## config.mk

```make
export PLATFORM = sky130hd
export DESIGN_NAME = cwd_ram
export DESIGN_NICKNAME = d
export VERILOG_FILES = /design/src/design/count_windows_at_most_k_distinct_core_assert.svh /design/src/design/cwd_ram.sv
export SDC_FILE = /design/constraint.sdc
export NUM_CORES = 1
export LEC_CHECK = 0
export BUFFER_PORTS_ARGS = -buffer_cell sky130_fd_sc_hd__buf_4
export CAP_MARGIN = 20
export CELL_PAD_IN_SITES_DETAIL_PLACEMENT = 0
export CELL_PAD_IN_SITES_GLOBAL_PLACEMENT = 1
export CORE_MARGIN = 1.5
export CORE_UTILIZATION = 52
export DETAILED_ROUTE_END_ITERATION = 16
export GPL_TIMING_DRIVEN = 0
export PLACE_DENSITY = 0.8
export SLEW_MARGIN = 20
export SYNTH_ARGS = -nofsm -noshare
export SYNTH_HDL_FRONTEND = slang
export SYNTH_SLANG_ARGS = --single-unit
```

## constraint.sdc

```tcl
create_clock -name clk_i -period 2.33 [get_ports clk_i]
set_clock_uncertainty 0.15 [all_clocks]
set_input_delay 0.466 -clock clk_i [delete_from_list [all_inputs] [get_ports clk_i]]
set_output_delay 0.466 -clock clk_i [all_outputs]
set_load 0.005 [all_outputs]
```

## src/design/count_windows_at_most_k_distinct_core_assert.svh

```systemverilog
// ---------------------------------------------------------------------------
// count_windows_at_most_k_distinct_core assertion macros
// clocked on clk_i, disabled while rst_ni is low
// ---------------------------------------------------------------------------
`ifndef COUNT_WINDOWS_AT_MOST_K_DISTINCT_CORE_ASSERT_SVH
`define COUNT_WINDOWS_AT_MOST_K_DISTINCT_CORE_ASSERT_SVH

// same-cycle implication
`define CWD_ASSERT(label, ante, cons, msg) \
  label: assert property (@(posedge clk_i) disable iff (!rst_ni) (ante) |-> (cons)) \
    else $error(msg);

// next-cycle implication
`define CWD_ASSERT_NEXT(label, ante, cons, msg) \
  label: assert property (@(posedge clk_i) disable iff (!rst_ni) (ante) |=> (cons)) \
    else $error(msg);

`endif

```

## src/design/cwd_ram.sv

```systemverilog
// ---------------------------------------------------------------------------
// cwd_ram
// simple dual-port synchronous ram, one write and one registered read port
// ---------------------------------------------------------------------------
module cwd_ram #(
  parameter int unsigned WIDTH     = 8,
  parameter int unsigned ADDR_BITS = 4
) (
  input  logic                 clk_i,
  input  logic                 we_i,
  input  logic [ADDR_BITS-1:0] waddr_i,
  input  logic [WIDTH-1:0]     wdata_i,
  input  logic [ADDR_BITS-1:0] raddr_i,
  output logic [WIDTH-1:0]     rdata_o
);

  logic [WIDTH-1:0] mem_q [(1 << ADDR_BITS)];

  // write port
  always_ff @(posedge clk_i) begin
    if (we_i) begin
      mem_q[waddr_i] <= wdata_i;
    end
  end

  // registered read port
  always_ff @(posedge clk_i) begin
    rdata_o <= mem_q[raddr_i];
  end

endmodule
```

Word-level counts from Yosys, hierarchy flattened
Memory sizes are Yosys's and may differ from the RTL's. A register that Yosys moved wholly into a read port is not among the register bits.
Cells that the tools add are included.

storage, ports and cells
  register bits after elaboration = 0
  memory bits (writable) = 128
  input port bits = 18
  output and inout bits = 8
  word-level logic and storage cells = 3
  memories kept = 1

operators by class
  mux-type cells = 2

memory list
  memory  depth  width  read ports  clocked after Yosys merged registers in  write ports  RTL line       text
  mem_q   16     8      1           1                                        1            cwd_ram.sv:17  logic [WIDTH-1:0] mem_q [(1 << ADDR_BITS)];

operator list
  operator          number
  2-to-1 mux 1 bit  2

Logic depth before layout (Yosys ltp)
  word-level depth = 2
  gate-level depth with buffers = 5
  depth with buffers taken out = 3

Worst setup path after synthesis
Ideal clock, no wire load.

  kind = input-to-reg
  start = input port waddr_i[2]
  end = memory mem_q[0][0], enable pin
  library setup time = 0.383 ns
  data arrival time = 1.576 ns
  data required time = 1.797 ns
  path slack = 0.221 ns
  stages = 2
  path buffers = 0
  cell sequence = or3b_2 > nor3_1

RTL lines
  item         RTL line       text
  from (decl)  cwd_ram.sv:11  input logic [ADDR_BITS-1:0] waddr_i,
  to (decl)    cwd_ram.sv:17

Straight into the memory's write port.

Final worst setup path
  start = input port waddr_i[2]
  end = memory mem_q[3][1], enable pin

Straight into the memory's write port.

==> impl_metrics.csv <==
group,metric,value,unit
run_status,status,"finished clean",
worst_setup_path,max_stage_delay,0.66,ns
clocking,postCtsHoldBufs,0,
yosys,synth_top_cell_by_area,"edfxtp_1",
finish,synthToLayoutAreaGrowth,19.5,%
global_routing,grt_pass1_wl,14400,µm
timing,min_period,1.80,ns
timing,finalSetupViolCount,0,
floorplan,die-area,0.0105,mm²
power_and_ir_drop,p_clk_frac,0.482,
finish,nets,290,
route,first_pass_iters,4,
timing,report.final.slew_viol_count,0,
power_and_ir_drop,leakage,2.07,nW
power_and_ir_drop,seqPwrFrac,0.471,
route,vias,2421,
timing,hold_viol_final,0,
power_and_ir_drop,powerDensity,950,mW/mm²
yosys,synthesis.nets,247,
finish,n_fill_cell,646,
clocking,cts_sinks,136,
worst_setup_path,crit_arrival,1.79,ns
floorplan,core_area,0.00968,mm²
route,wl_per_cell,23.5,µm
clocking,post_cts_buffers,0,
timing,timing.fmax,555,MHz
global_routing,grt_pass1_vias,2424,
floorplan,num_rows,36,
worst_setup_path,start_kind,"input port",
worst_setup_path,criticalPathCategory,"input port to register",
route,finalWirelength,9820,µm
worst_setup_path,required,2.32,ns
placement,hpwl,5940,µm
worst_setup_path,critPathMaxFanout,8,
floorplan,ios,26,
timing,slew_headroom,0.448,
yosys,synth.area.top_cells,"edfxtp_1 (75%), mux4_2 (7.9%), mux4_1 (7.1%), dfxtp_1 (3.1%), a22oi_1 (2.3%)",
worst_setup_path,cp_slowest_cell,"nor2_1",
power_and_ir_drop,p_int,4.72,mW
finish,utilization,0.635,
timing,final.period_utilization,0.773,
timing,rsz0062_at_grt,"false",
clocking,clkTransAtPathRegs,0.06,ns
clocking,clock_path_buffers,2,
run,maxCapViolCount,0,
global_routing,grt_max_degree,17,
global_routing,grt_use_total,0.207,
route,post_drt_via_cell_ratio,5.79,
worst_setup_path,end_kind,"register",
yosys,ys_ff_latch,136,
clocking,root_buffer,"clkbuf_8",
global_routing,grt_overflow_total,0,
timing,setup-tns-final,0,ns
yosys,yosysSeqAreaShare,0.778,
timing,whs,0.124,ns
global_routing,antenna_found_initial,0,
clocking,cts_buffers,17,
yosys,netlist_area,0.00515,mm²
clocking,cts_tree,"built",
finish,diodes,0,
power_and_ir_drop,switching_share,0.193,
min_path,hold_class,"input port to register",
floorplan,die_x,102,µm
timing,tightest_slew,0.825,ns
yosys,ys_types,19,
clocking,clkLatencyLatePin,0.51,ns
power_and_ir_drop,vdd_ir_drop_max,0.403,mV
yosys,synth_area_per_cell,22.5,µm²
route,drc,0,
floorplan,start_util,0.532,
route,drtIter0Drc,255,
finish,drive_gt1_frac,0.309,
finish,most-common-layout-cells,"edfxtp_1 (128), buf_4 (25), mux4_2 (18)",
yosys,synth_cells,229,
yosys,synth_top_area_share,0.747,
clocking,cts_htree_levels,4,
yosys,ys_warn_count,0,
finish,final_common_cell,"edfxtp_1",
power_and_ir_drop,combPwrFrac,0.047,
clocking,cts_resized,0,
placement,place.gp.congestion,0.691,
worst_setup_path,crit_chain,"buf_4 > or3b_2 > nor2_1",
power_and_ir_drop,netSwitchingPower,1.13,mW
route,drtAntennaViolNets,0,
floorplan,die_y,102,µm
placement,port_buffers,24,
==> per-layer routing <==
metal	global-route usage	routed length [µm]
met1	0.304	4130
met2	0.303	4810
met3	0.0549	745
met4	0.0811	132
met5	0	0
==> power groups by stage <==
| stage | registers (mW) | clock network, mW | logic [mW] |
|---|---|---|---|
| after global routing | 2.75 | 2.96 | 0.300 |
| after CTS | 2.75 | 2.85 | 0.279 |
| after floorplan | 2.80 | 0 | 0.139 |
| after detailed placement | 2.80 | 0 | 0.276 |
| after global placement | 2.80 | 0 | 0.267 |
| final | 2.75 | 2.82 | 0.277 |
==> stage by stage <==
stage	area [µm²]	setup WS (ns)	instances	power, mW
6_report	6150	0.529	418	5.84
5_1_grt	6150	0.509	418	6.01
4_1_cts	6150	0.547	418	5.88
3_5_place_dp	5510	0.0367	386	3.08
3_3_place_gp	5490	-0.345	386	3.06
2_1_floorplan	5150	0.221	229	2.94
==> registers in the layout, indices dropped and copies added, names as in the netlist <==
register and flops:
mem_q 128, rdata_o 8
==> cells in the mapped netlist (all sizes together) <==
library cell / count
and2b: 1
clkdlybuf4s25: 3
nor2b: 1
nand2b: 2
nand2: 9
or3b: 1
and2: 1
nand3: 1
mux4: 32
nor3: 4
edfxtp: 128
dfxtp: 8
buf: 7
a22oi: 16
nor2: 13
nand3b: 2
==> worst paths after layout <==
| kind | from | end | slack, ns | depth (start not counted) |
|---|---|---|---|---|
| setup / recovery | waddr_i[2] | mem_q[3][1]$_DFFE_PP_ | 0.53 | 3 |
| hold / removal | wdata_i[0] | mem_q[4][0]$_DFFE_PP_ | 0.12 | 1 |
| setup reg to reg | mem_q[5][1]$_DFFE_PP_ | rdata_o[1]$_DFF_P_ | 0.75 | 3 |
| hold reg to reg | mem_q[8][2]$_DFFE_PP_ | rdata_o[2]$_DFF_P_ | 0.54 | 3 |
==> worst max-delay path, delay by kind of cell <==
kind	cells	cell delay, ns
buffers and inverters	1	0.12
AND/OR/NAND/NOR	2	1.20
==> cell type report <==
cell class	instances	area, µm²	share of cell area
plain buffers	10	86.3	0.0140
clock buffers	22	473	0.0769
clock inverters	10	166	0.0270
multi-input cells	83	1080	0.175
flip-flops and latches	136	4000	0.651
well taps	133	166	0.0270
repair buffers	24	180	0.0293
==> logic make-up (layout without fill, tap and decap cells) <==
kind of cell    after synthesis  after routing  share of synthesized area
compound gates               16             16                     0.0233
buf+inv                      10             66                     0.0168
flops                       136            136                      0.778
mux                          32             32                      0.150
simple gates                 35             35                     0.0318
Note: power is estimated with default switching activity, not from simulation.
